**src/rtl/efwm_pkg.sv**
```systemverilog
// Shared types and constants for the event flag waiter matcher.
package efwm_pkg;

    localparam int WAITER_SLOTS = 16;
    localparam int FLAG_W       = 32;
    localparam int ID_W         = 32;

    localparam logic [1:0] KIND_UPDATE = 2'd0;
    localparam logic [1:0] KIND_ADD    = 2'd1;
    localparam logic [1:0] KIND_REMOVE = 2'd2;

    localparam logic [1:0] STATUS_OK        = 2'd0;
    localparam logic [1:0] STATUS_FULL      = 2'd1;
    localparam logic [1:0] STATUS_ZERO_MASK = 2'd2;

    // One waiter slot as seen by its neighbor.
    typedef struct packed {
        logic              valid;
        logic [FLAG_W-1:0] mask;
        logic [ID_W-1:0]   id;
    } t_entry;

    // Command broadcast to every cell of the row.
    typedef struct packed {
        logic              add_en;
        logic              shift_en;
        logic [FLAG_W-1:0] flags;
        logic [FLAG_W-1:0] wait_mask;
        logic [ID_W-1:0]   new_id;
        logic [ID_W-1:0]   rid;
    } t_cmd;

endpackage

```
**src/rtl/efwm_cell.sv**
```systemverilog
// One waiter slot of the row: holds mask and id, matches and shifts toward the head.
module efwm_cell (
    input  logic            i_clk,
    input  logic            i_rst_n,
    input  efwm_pkg::t_cmd  i_cmd,
    input  logic            i_prev_valid,
    input  efwm_pkg::t_entry i_next,
    input  logic            i_hit_before,
    input  logic            i_rm_before,
    output efwm_pkg::t_entry o_entry,
    output logic            o_first_hit,
    output logic            o_hit_before,
    output logic            o_rm_before
);

    logic                        r_valid;
    logic [efwm_pkg::FLAG_W-1:0] r_mask;
    logic [efwm_pkg::ID_W-1:0]   r_id;
    logic                        w_hit;
    logic                        w_rm;
    logic                        w_shift;
    logic                        w_load;

    assign w_hit = r_valid && ((i_cmd.flags & r_mask) == r_mask);
    assign w_rm  = r_valid && (r_id == i_cmd.rid);

    // at or behind the first matching id: take the neighbor's contents
    assign w_shift = i_cmd.shift_en && (i_rm_before || w_rm);
    // first free slot takes a new waiter
    assign w_load  = i_cmd.add_en && !r_valid && i_prev_valid;

    assign o_first_hit  = w_hit && !i_hit_before;
    assign o_hit_before = i_hit_before || w_hit;
    assign o_rm_before  = i_rm_before || w_rm;

    assign o_entry.valid = r_valid;
    assign o_entry.mask  = r_mask;
    assign o_entry.id    = r_id;

    always_ff @(posedge i_clk) begin
        if (!i_rst_n) begin
            r_valid <= 1'b0;
        end else if (w_shift) begin
            r_valid <= i_next.valid;
        end else if (w_load) begin
            r_valid <= 1'b1;
        end
    end

    always_ff @(posedge i_clk) begin
        if (w_shift) begin
            r_mask <= i_next.mask;
            r_id   <= i_next.id;
        end else if (w_load) begin
            r_mask <= i_cmd.wait_mask;
            r_id   <= i_cmd.new_id;
        end
    end

endmodule

```
**src/rtl/event_flag_waiter_matcher.sv**
```systemverilog
// Top level: flag word, control sequencer, waiter cell row and result register.
//
// Event flag group with wait-all-and-clear waiters. The block holds a 32-bit
// flag word and a row of WAITER_SLOTS cells, each one waiter (mask, id) kept
// in insertion order with the valid ones packed at the head of the row. Every
// input word gives one or more result words; the final one carries o_last.
// Add (kind 1) appends a waiter and returns a fresh id, or reports a zero mask
// or a full table. Remove (kind 2) deletes every waiter with that id and the
// cells behind it close up. Update (kind 0) sets then clears flag bits; if the
// word changed, the first waiter whose mask is fully set fires, its bits are
// cleared, and this repeats until none matches, then a summary word follows.
// Timing: add, unused kinds and an update that leaves the flag word unchanged
// give a single result word and can be accepted back to back. An update that
// changes the word applies it, then gives one word per firing and then the
// summary; the priority match across the cell row fires one waiter per cycle
// while the result register is free. A remove shifts the row once per
// matching waiter, then gives its result word. A new input word is taken
// only when the sequencer is idle and the result register is free or being
// emptied in that cycle; output stalls hold the sequencer.
module event_flag_waiter_matcher (
    input  logic        i_clk,
    input  logic        i_rst_n,
    input  logic        i_in_valid,
    output logic        o_in_ready,
    input  logic [1:0]  i_kind,
    input  logic [31:0] i_set_mask,
    input  logic [31:0] i_clear_mask,
    input  logic [31:0] i_wait_mask,
    input  logic [31:0] i_remove_id,
    output logic        o_out_valid,
    input  logic        i_out_ready,
    output logic [1:0]  o_status,
    output logic        o_fired,
    output logic [31:0] o_waiter_id,
    output logic [31:0] o_flag_word,
    output logic        o_last
);

    localparam int SLOTS = efwm_pkg::WAITER_SLOTS;

    localparam logic [1:0] ST_IDLE   = 2'd0;
    localparam logic [1:0] ST_FIRE   = 2'd1;
    localparam logic [1:0] ST_REMOVE = 2'd2;

    // sequencer and flag state
    logic [1:0]                  r_state, n_state;
    logic [efwm_pkg::FLAG_W-1:0] r_flags, n_flags;
    logic [efwm_pkg::ID_W-1:0]   r_next_id, n_next_id;
    logic [efwm_pkg::ID_W-1:0]   r_rid, n_rid;

    // result register
    logic                        r_out_valid, n_out_valid;
    logic [1:0]                  r_status, n_status;
    logic                        r_fired, n_fired;
    logic [efwm_pkg::ID_W-1:0]   r_id, n_id;
    logic [efwm_pkg::FLAG_W-1:0] r_flag_word, n_flag_word;
    logic                        r_last, n_last;

    // cell row
    efwm_pkg::t_cmd              w_cmd;
    efwm_pkg::t_entry            w_entry [SLOTS];
    efwm_pkg::t_entry            w_next  [SLOTS];
    logic [SLOTS:0]              w_hit_chain;
    logic [SLOTS:0]              w_rm_chain;
    logic [SLOTS-1:0]            w_first_hit;
    logic [SLOTS-1:0]            w_valid;
    logic [efwm_pkg::FLAG_W-1:0] w_sel_mask;
    logic [efwm_pkg::ID_W-1:0]   w_sel_id;

    logic                        w_out_free;
    logic                        w_accept;
    logic [efwm_pkg::FLAG_W-1:0] w_upd_flags;
    logic                        w_full;

    assign w_out_free  = !r_out_valid || i_out_ready;
    assign o_in_ready  = (r_state == ST_IDLE) && w_out_free;
    assign w_accept    = i_in_valid && o_in_ready;
    assign w_upd_flags = (r_flags | i_set_mask) & ~i_clear_mask;
    assign w_full      = w_valid[SLOTS-1];

    assign w_hit_chain[0] = 1'b0;
    assign w_rm_chain[0]  = 1'b0;

    genvar g;
    generate
        for (g = 0; g < SLOTS; g++) begin : g_cell
            // each cell hands its contents to the one in front during a shift
            if (g == SLOTS - 1) begin : g_tail
                assign w_next[g] = '0;
            end else begin : g_body
                assign w_next[g] = w_entry[g+1];
            end

            efwm_cell u_cell (
                .i_clk        (i_clk),
                .i_rst_n      (i_rst_n),
                .i_cmd        (w_cmd),
                .i_prev_valid ((g == 0) ? 1'b1 : w_valid[(g == 0) ? 0 : g-1]),
                .i_next       (w_next[g]),
                .i_hit_before (w_hit_chain[g]),
                .i_rm_before  (w_rm_chain[g]),
                .o_entry      (w_entry[g]),
                .o_first_hit  (w_first_hit[g]),
                .o_hit_before (w_hit_chain[g+1]),
                .o_rm_before  (w_rm_chain[g+1])
            );

            assign w_valid[g] = w_entry[g].valid;
        end
    endgenerate

    // the first matching cell is one-hot, so an OR picks its mask and id
    always_comb begin
        w_sel_mask = '0;
        w_sel_id   = '0;
        for (int i = 0; i < SLOTS; i++) begin
            w_sel_mask = w_sel_mask | (w_entry[i].mask & {efwm_pkg::FLAG_W{w_first_hit[i]}});
            w_sel_id   = w_sel_id | (w_entry[i].id & {efwm_pkg::ID_W{w_first_hit[i]}});
        end
    end

    always_comb begin
        n_state     = r_state;
        n_flags     = r_flags;
        n_next_id   = r_next_id;
        n_rid       = r_rid;
        n_out_valid = r_out_valid && !i_out_ready;
        n_status    = r_status;
        n_fired     = r_fired;
        n_id        = r_id;
        n_flag_word = r_flag_word;
        n_last      = r_last;

        w_cmd.add_en    = 1'b0;
        w_cmd.shift_en  = 1'b0;
        w_cmd.flags     = r_flags;
        w_cmd.wait_mask = i_wait_mask;
        w_cmd.new_id    = r_next_id + 1'b1;
        w_cmd.rid       = r_rid;

        unique case (r_state)
            ST_IDLE: begin
                if (w_accept) begin
                    // default result word: summary with the current flags
                    n_out_valid = 1'b1;
                    n_status    = efwm_pkg::STATUS_OK;
                    n_fired     = 1'b0;
                    n_id        = '0;
                    n_flag_word = r_flags;
                    n_last      = 1'b1;
                    case (i_kind)
                        efwm_pkg::KIND_UPDATE: begin
                            n_flags     = w_upd_flags;
                            n_flag_word = w_upd_flags;
                            if (w_upd_flags != r_flags) begin
                                n_out_valid = 1'b0;
                                n_state     = ST_FIRE;
                            end
                        end
                        efwm_pkg::KIND_ADD: begin
                            if (i_wait_mask == '0) begin
                                n_status = efwm_pkg::STATUS_ZERO_MASK;
                            end else if (w_full) begin
                                n_status = efwm_pkg::STATUS_FULL;
                            end else begin
                                w_cmd.add_en = 1'b1;
                                n_next_id    = r_next_id + 1'b1;
                                n_id         = r_next_id + 1'b1;
                            end
                        end
                        efwm_pkg::KIND_REMOVE: begin
                            n_out_valid = 1'b0;
                            n_rid       = i_remove_id;
                            n_state     = ST_REMOVE;
                        end
                        default: begin
                        end
                    endcase
                end
            end
            ST_FIRE: begin
                if (w_out_free) begin
                    n_out_valid = 1'b1;
                    n_status    = efwm_pkg::STATUS_OK;
                    if (w_hit_chain[SLOTS]) begin
                        n_flags     = r_flags & ~w_sel_mask;
                        n_fired     = 1'b1;
                        n_id        = w_sel_id;
                        n_flag_word = r_flags & ~w_sel_mask;
                        n_last      = 1'b0;
                    end else begin
                        n_fired     = 1'b0;
                        n_id        = '0;
                        n_flag_word = r_flags;
                        n_last      = 1'b1;
                        n_state     = ST_IDLE;
                    end
                end
            end
            ST_REMOVE: begin
                if (w_rm_chain[SLOTS]) begin
                    // drop the first matching waiter, row closes up
                    w_cmd.shift_en = 1'b1;
                end else if (w_out_free) begin
                    n_out_valid = 1'b1;
                    n_status    = efwm_pkg::STATUS_OK;
                    n_fired     = 1'b0;
                    n_id        = r_rid;
                    n_flag_word = r_flags;
                    n_last      = 1'b1;
                    n_state     = ST_IDLE;
                end
            end
            default: begin
                n_state = ST_IDLE;
            end
        endcase
    end

    always_ff @(posedge i_clk) begin
        if (!i_rst_n) begin
            r_state     <= ST_IDLE;
            r_flags     <= '0;
            r_next_id   <= '0;
            r_out_valid <= 1'b0;
        end else begin
            r_state     <= n_state;
            r_flags     <= n_flags;
            r_next_id   <= n_next_id;
            r_out_valid <= n_out_valid;
        end
    end

    always_ff @(posedge i_clk) begin
        r_rid       <= n_rid;
        r_status    <= n_status;
        r_fired     <= n_fired;
        r_id        <= n_id;
        r_flag_word <= n_flag_word;
        r_last      <= n_last;
    end

    assign o_out_valid = r_out_valid;
    assign o_status    = r_status;
    assign o_fired     = r_fired;
    assign o_waiter_id = r_id;
    assign o_flag_word = r_flag_word;
    assign o_last      = r_last;

    // valid waiters always occupy a prefix of the row
    a_valid_prefix: assert property (@(posedge i_clk) disable iff (!i_rst_n)
        (w_valid & (w_valid + 1'b1)) == '0)
        else $error("waiter row not compacted");

    // priority match selects at most one cell
    a_single_hit: assert property (@(posedge i_clk) disable iff (!i_rst_n)
        $onehot0(w_first_hit))
        else $error("more than one first hit");

    // a firing must clear at least one bit, or the update would never end
    a_fire_progress: assert property (@(posedge i_clk) disable iff (!i_rst_n)
        (r_state == ST_FIRE) && w_hit_chain[SLOTS] |-> (w_sel_mask != '0))
        else $error("firing waiter with empty mask");

    // a fired word is never the closing word of its input
    a_fired_not_last: assert property (@(posedge i_clk) disable iff (!i_rst_n)
        o_out_valid && o_fired |-> !o_last && (o_status == efwm_pkg::STATUS_OK))
        else $error("fired result marked last");

    // an accepted remove always enters the shift state
    a_remove_entry: assert property (@(posedge i_clk) disable iff (!i_rst_n)
        w_accept && (i_kind == efwm_pkg::KIND_REMOVE) |=> (r_state == ST_REMOVE))
        else $error("remove not started");

endmodule

```
**config.mk**
```make
export PLATFORM = sky130hd
export DESIGN_NAME = event_flag_waiter_matcher
export DESIGN_NICKNAME = d
export VERILOG_FILES = /design/src/rtl/efwm_pkg.sv /design/src/rtl/efwm_cell.sv /design/src/rtl/event_flag_waiter_matcher.sv
export SDC_FILE = /design/constraint.sdc
export NUM_CORES = 2
export LEC_CHECK = 0
export BUFFER_PORTS_ARGS = -buffer_cell sky130_fd_sc_hd__buf_2
export CAP_MARGIN = 40
export CORE_ASPECT_RATIO = 0.5
export CORE_MARGIN = 10
export CORE_UTILIZATION = 50
export CTS_BUF_LIST = sky130_fd_sc_hd__clkbuf_16
export DETAILED_ROUTE_END_ITERATION = 10
export PLACE_DENSITY = 0.69
export SETUP_SLACK_MARGIN = 0.3
export SYNTH_ARGS = -nofsm -noshare
export SYNTH_HDL_FRONTEND = slang
export SYNTH_HIERARCHICAL = 1
export SYNTH_SLANG_ARGS = --single-unit
```
**constraint.sdc**
```tcl
create_clock -name i_clk -period 12 [get_ports i_clk]
set_input_delay 0.6 -clock i_clk [delete_from_list [all_inputs] [get_ports i_clk]]
set_output_delay 0.6 -clock i_clk [all_outputs]
set_load 0.01 [all_outputs]
```
**Word level (Yosys, flattened, before mapping)**

Index checks and enable logic that the tools add are counted.

- Output and inout bits: 70
- Memories kept: 0
- Bits in writable memories: 0
- Bits of input ports: 134
- Register bits after elaboration: 1207
- Bits in read-only memories: 0
- Bits in latches: 0

- Shifts and indexed selects: 0
- Equal/unequal tests: 44
- $lt $le $gt $ge: 0
- Reduce and logical (&&, ||, !) cells: 188
- Multiply operators: 0
- Mux-type cells: 147
- Add/subtract/negate cells: 1
- Div/mod/pow operators: 0
- Bitwise gates (word level): 86

Operators by type and width:

| kind | number |
|---|---|
| $mux 32 | 74 |
| $and 32x32->32 | 50 |
| $eq 32x32->1 | 32 |
| $or 32x32->32 | 31 |
| $pmux 32 s3 | 2 |
| $logic_and 1x1->1 | 97 |
| $not 32->32 | 2 |
| $pmux 32 s2 | 1 |
| $mux 1 | 52 |
| $logic_not 1->1 | 33 |
| $add 32x1->32 const B | 1 |
| $logic_not 32->1 | 1 |
| $ne 32x32->1 | 1 |
| $reduce_bool 2->1 | 16 |
| $logic_or 1x1->1 | 31 |
| $mux 2 | 11 |
| $pmux 2 s3 | 2 |
| $ne 2x2->1 const B | 5 |
| $reduce_and 5->1 | 2 |
| $pmux 1 s3 | 3 |
| $reduce_and 3->1 | 3 |
| $reduce_and 7->1 | 1 |
| $eq 2x1->1 const B | 2 |
| $eq 2x2->1 const B | 2 |
| 8 further kinds | 11 |

**Longest topological paths before layout**

- Depth in word-level cells: 26
- Mapped depth: 29
- Depth with buffers taken out: 27

**By module**

Netlist, hierarchy kept.

Modules (own cells, without submodules):

| module | cells an instance | times used | area each (um^2) |
|---|---|---|---|
| efwm_cell | 248 | 16 | 3623.5 |
| event_flag_waiter_matcher | 1638 | 1 | 14112.3 |

**Least setup slack after synthesis**

OpenSTA, ideal clock, no wires.

- Kind: register to register
- From: register r_rid[13] (netlist name)
- To: register r_fired (netlist: o_fired), enable pin
- Required time: 11.411 ns
- Cell stages (with the launch flop): 24
- Path buffers: 0
- Setup time: 0.589 ns
- Arrival: 11.230 ns
- Slack: 0.181 ns
- Path through: edfxtp_1 -> xor2_1 -> a221o_1 -> a2111o_1 -> nor4_2 -> or2_2 -> or2_2 -> or2_2 -> or2_2 -> or2_2 -> or2_2 -> or2_2 -> or2_2 -> or2_2 -> or2_2 -> or2_2 -> or2_2 -> or2_2 -> or2_2 -> or2_2 -> or2_2 -> nor2_1 -> nor2_1 -> a211oi_1

- Longest elaborated chain between the ends: 19
- Elaborated cells on any way between the ends: 49
- Those cells by class: eq/ne (17); reduce/logical (32)

Ends and longest elaborated chain:

| what | line | source |
|---|---|---|
| from (decl) | event_flag_waiter_matcher.sv:49 | `logic [efwm_pkg::ID_W-1:0] r_rid, n_rid;` |
| from (signal assigned) | event_flag_waiter_matcher.sv:235 | `r_rid <= n_rid;` |
| $eq 32x32->1 | efwm_cell.sv:25 | `assign w_rm = r_valid && (r_id == i_cmd.rid);` |
| $logic_and 1x1->1 | efwm_cell.sv:25 |  |
| via w_rm_chain[1] | event_flag_waiter_matcher.sv:64 | `logic [SLOTS:0] w_rm_chain;` |
| $logic_or 1x1->1 | efwm_cell.sv:34 | `assign o_rm_before = i_rm_before \|\| w_rm;` |
| via w_rm_chain[2] | event_flag_waiter_matcher.sv:64 |  |
| $logic_or 1x1->1 | efwm_cell.sv:34 |  |
| via w_rm_chain[3] | event_flag_waiter_matcher.sv:64 |  |
| $logic_or 1x1->1 | efwm_cell.sv:34 |  |
| via w_rm_chain[4] | event_flag_waiter_matcher.sv:64 |  |
| (+1 left out) | - |  |
| via w_rm_chain[5] | event_flag_waiter_matcher.sv:64 |  |
| (+1 left out) | - |  |
| via w_rm_chain[6] | event_flag_waiter_matcher.sv:64 |  |
| (+1 left out) | - |  |
| via w_rm_chain[7] | event_flag_waiter_matcher.sv:64 |  |
| (+1 left out) | - |  |
| via w_rm_chain[8] | event_flag_waiter_matcher.sv:64 |  |
| (+1 left out) | - |  |
| via w_rm_chain[9] | event_flag_waiter_matcher.sv:64 |  |
| (+1 left out) | - |  |
| via w_rm_chain[10] | event_flag_waiter_matcher.sv:64 |  |
| (+1 left out) | - |  |
| via w_rm_chain[11] | event_flag_waiter_matcher.sv:64 |  |
| (+1 left out) | - |  |
| via w_rm_chain[12] | event_flag_waiter_matcher.sv:64 |  |
| (+1 left out) | - |  |
| via w_rm_chain[13] | event_flag_waiter_matcher.sv:64 |  |
| $logic_or 1x1->1 | efwm_cell.sv:34 |  |
| via w_rm_chain[14] | event_flag_waiter_matcher.sv:64 |  |
| $logic_or 1x1->1 | efwm_cell.sv:34 |  |
| via w_rm_chain[15] | event_flag_waiter_matcher.sv:64 |  |
| $logic_or 1x1->1 | efwm_cell.sv:34 |  |
| via w_rm_chain[16] | event_flag_waiter_matcher.sv:64 |  |
| $ne 2x2->1 (no line) | - |  |
| $reduce_and 5->1 (no line) | - |  |
| to (signal assigned) | event_flag_waiter_matcher.sv:237 | `r_fired <= n_fired;` |
| to (decl) | event_flag_waiter_matcher.sv:54 | `logic r_fired, n_fired;` |

The timed path passes the listed nets, and every way through them passes these cells.
A chain may end at the register's enable or synchronous reset.

==> flow_summary.ini <==
[logic_synthesis]
synth_edf_count = 1124
synth_seq_cells = 1207
avgSynthCellArea_sq_um = 12.9
synth_flop_cell = edfxtp_1
synth_cells = 5606
async_reset_ff_share_pct = 0
seq_area_frac_synth_pct = 49.1
synth_area_sq_mm = 0.0721
yosysWarnings = 6
synth_cell_types = 55

[place]
place_inst = 7688
dp_hpwl_um = 195000
dp_slack_ns = 2.04
gp_congestion = 0.991
io_buffers = 203

[clock_tree]
cts_tree = yes
cts_buffer_depth = 3
postCtsHoldBufs = 2
clkLatencyLatePin_ns = 0.76
cts-resized-gates = 0
cts_buffers = 114
clock-root-buffer = clkbuf_16
post-cts-setup-buffer-count = 0
cts.sinks = 1207
htree_levels = 3
path_clk_slew_ns = 0.06

[detailed_routing]
postRouteAntennaNets = 0
drt-initial-drc-count = 10200
vias = 56600
dr.pass1.iters = 8
drc = 0
avgViaCountPerCell = 7.15
totalWireLength_um = 302000
routedWlPerCell_um = 38.2

[grt]
grt_start_max_net_pins = 68
gr-total-overflow = 0
grt.total_usage_pct = 35.9
grt_pass1_wl_um = 415000
antenna_found_initial = 16
grt_pass1_vias = 53700

[critical_path]
crit_buf_inv = 3
cp.required_ns = 12.48
critPathLaunchType = register
critPathMaxFanout = 44
cp.arrival_ns = 10.62
critPathKind = reg2reg
crit_slowest_cell = edfxtp_1
cpMostUsedCell = or2_2
crit_family = simple AND/OR/NAND/NOR gates
endpoint_kind = register
max_stage_delay_ns = 0.92

[die]
dieHeight_um = 288
dieArea_sq_mm = 0.161
initial_core_util_pct = 50.4
num_rows = 98
core_region_area_sq_mm = 0.143
io_pins = 204
die_w_um = 557

[sta]
timing.fmax_mhz = 98.6
setup_ws_ns = 1.86
finalSetupViolCount = 0
rsz0062_at_grt = no
min_period_ns = 10.14
maxSlewViolCount = 0
slew_headroom_pct = 31.4
holdWs_ns = 0.0293
worstMarginPinSlew_ns = 1.03
fin_setup_tns_ns = 0
final-hold-violation-count = 0
fin_crit_sh_pct = 84.5
finalClockSkew_ns = 0.0360

[power]
p_leak_nw = 32.5
vdd_drop_max_mv = 0.112
p_per_area_mw_per_mm2 = 122

[layout]
final_cell_count_no_fill = 7909
regArea_sq_mm = 0.0354
nFillCells = 11700
nNetsFinal = 6046
multi_input_area_sq_mm = 0.0335
drive_gt1_share_pct = 28.3
syn2layout_area_growth_pct = 11.1
final_util_pct = 56.0

[worst_hold_path]
min_path_type = in2reg

[run]
max_cap_viol_count = 0

[status]
outcome = complete, no violations
metal layers:
layer	global-route usage [%]	wire length (um)	up-vias
met5	0	52	-
met4	17.9	17800	8
met3	11.5	43600	1032
met2	52.5	127000	5169
met1	47.9	114000	28300
li1	-	-	22100
worst paths after layout:
check,start,end,slack (ns),cells after the start
worst min register to register,r_next_id[26],r_next_id[26],0.53,2
worst max register to register,r_rid[0],g_cell[7].u_cell/r_id[8],1.86,26
worst min-delay path,i_remove_id[4],r_rid[4],0.03,1
worst max-delay path,r_rid[0],g_cell[7].u_cell/r_id[8],1.86,26
kinds of logic (layout without fill, tap and decap cells):
kind of cell	Yosys count	count (layout)	share of synthesized area (%)
simple gates	850	850	6.71
buf+inv	811	1140	5.36
mux	1025	1025	20.1
other cells	2	76	0.0104
flops	1207	1207	49.1
fa+ha+maj	5	5	0.0868
compound gates	1199	1199	12.5
xor+xnor	507	507	6.16
metrics by stage:
stage	area [sq um]	power (mW)
after global routing	80100	10.0
final	80100	9.81
after global placement	75600	6.01
after floorplan	72400	5.56
after detailed placement	76300	6.04
after CTS	80100	9.77
cells in the final DEF (no fill, tap or decap), types with 17 or more instances in the layout:
cell | netlist | final
edfxtp_1 | 1124 | 1124
nor4_2 | 18 | 18
nor3b_1 | 33 | 33
a21oi_1 | 199 | 198
nand4_1 | 98 | 98
conb_1 | 2 | 71
nand3_1 | 89 | 89
xnor2_1 | 95 | 91
or3_1 | 19 | 19
dfxtp_1 | 83 | 83
buf_2 | 23 | 209
clkbuf_16 | 0 | 119
nor2b_1 | 19 | 19
mux2_2 | 240 | 240
nor3_1 | 21 | 21
inv_1 | 505 | 534
nand2_1 | 128 | 128
a221oi_1 | 241 | 241
o21ai_0 | 63 | 63
o22ai_1 | 176 | 176
nor4_1 | 139 | 139
xor2_1 | 412 | 411
o2111ai_1 | 32 | 32
buf_4 | 18 | 166
and2_1 | 32 | 31
nor2_1 | 101 | 84
nand2b_1 | 104 | 103
clkinv_2 | 0 | 24
a22oi_1 | 46 | 46
nor2_4 | 0 | 17
mux2_4 | 784 | 784
a22o_1 | 303 | 303
a31oi_1 | 20 | 20
synthesized netlist by cell type (all sizes together), types with 19 or more instances:
| library cell | n | area, sq um |
|---|---|---|
| a21oi | 199 | 996 |
| a221oi | 241 | 2110 |
| a22o | 303 | 2650 |
| a22oi | 46 | 345 |
| a31oi | 20 | 125 |
| and2 | 32 | 200 |
| buf | 185 | 1510 |
| clkbuf | 121 | 454 |
| dfxtp | 83 | 1660 |
| edfxtp | 1124 | 33800 |
| inv | 505 | 1900 |
| mux2 | 1024 | 14500 |
| nand2 | 128 | 480 |
| nand2b | 106 | 678 |
| nand3 | 89 | 445 |
| nand4 | 98 | 613 |
| nor2 | 101 | 379 |
| nor2b | 19 | 119 |
| nor3 | 25 | 145 |
| nor3b | 33 | 248 |
| nor4 | 158 | 1120 |
| o2111ai | 32 | 280 |
| o21ai | 81 | 405 |
| o22ai | 177 | 1110 |
| or3 | 19 | 119 |
| xnor2 | 95 | 832 |
| xor2 | 412 | 3610 |
worst reg2reg max path, cell delays in order (launching register included):
cell and delay, ns:
edfxtp_1 0.92, xor2_1 0.24, nor4_1 0.10, clkdlybuf4s18_2 0.27
nand4_1 0.30, nor4_2 0.14, or2_2 0.35, or2_2 0.36
or2_2 0.36, or2_2 0.36, or2_2 0.36, or2_2 0.36
or2_2 0.37, or2_2 0.36, or2_2 0.36, or2_2 0.35
or2_2 0.35, or2_2 0.36, or2_2 0.35, or2_2 0.36
or2_2 0.36, or2_2 0.36, and2_2 0.27, buf_4 0.35
o21ai_4 0.29, buf_4 0.80, mux2_2 0.47
area by class of cell:
class	instances	share of cell area (%)
clock inverters	94	0.976
well taps	1900	2.97
flip-flops and latches	1207	44.2
inverters	505	2.37
clock buffers	119	3.72
diodes	5	0.0156
repair buffers	422	3.95
multi-input cells	3657	41.8
sequential cells by signal (all words and copies together), names as in the netlist:
name	flops
g_cell.u_cell/r_mask	512
r_state	2
o_last	1
o_flag_word	32
r_next_id	32
g_cell.u_cell/r_valid	16
g_cell.u_cell/r_id	512
r_rid	32
o_fired	1
r_flags	32
o_status	2
o_waiter_id	32
o_out_valid	1
report_power, final:
group          switching [mW]  internal, mW  total, mW  leakage (nW)
clock network            1.74          2.07       3.80          1.95
registers               0.130          4.74       4.87          11.1
logic                   0.712         0.425       1.14          19.5
(Power assumes the default switching activity.)
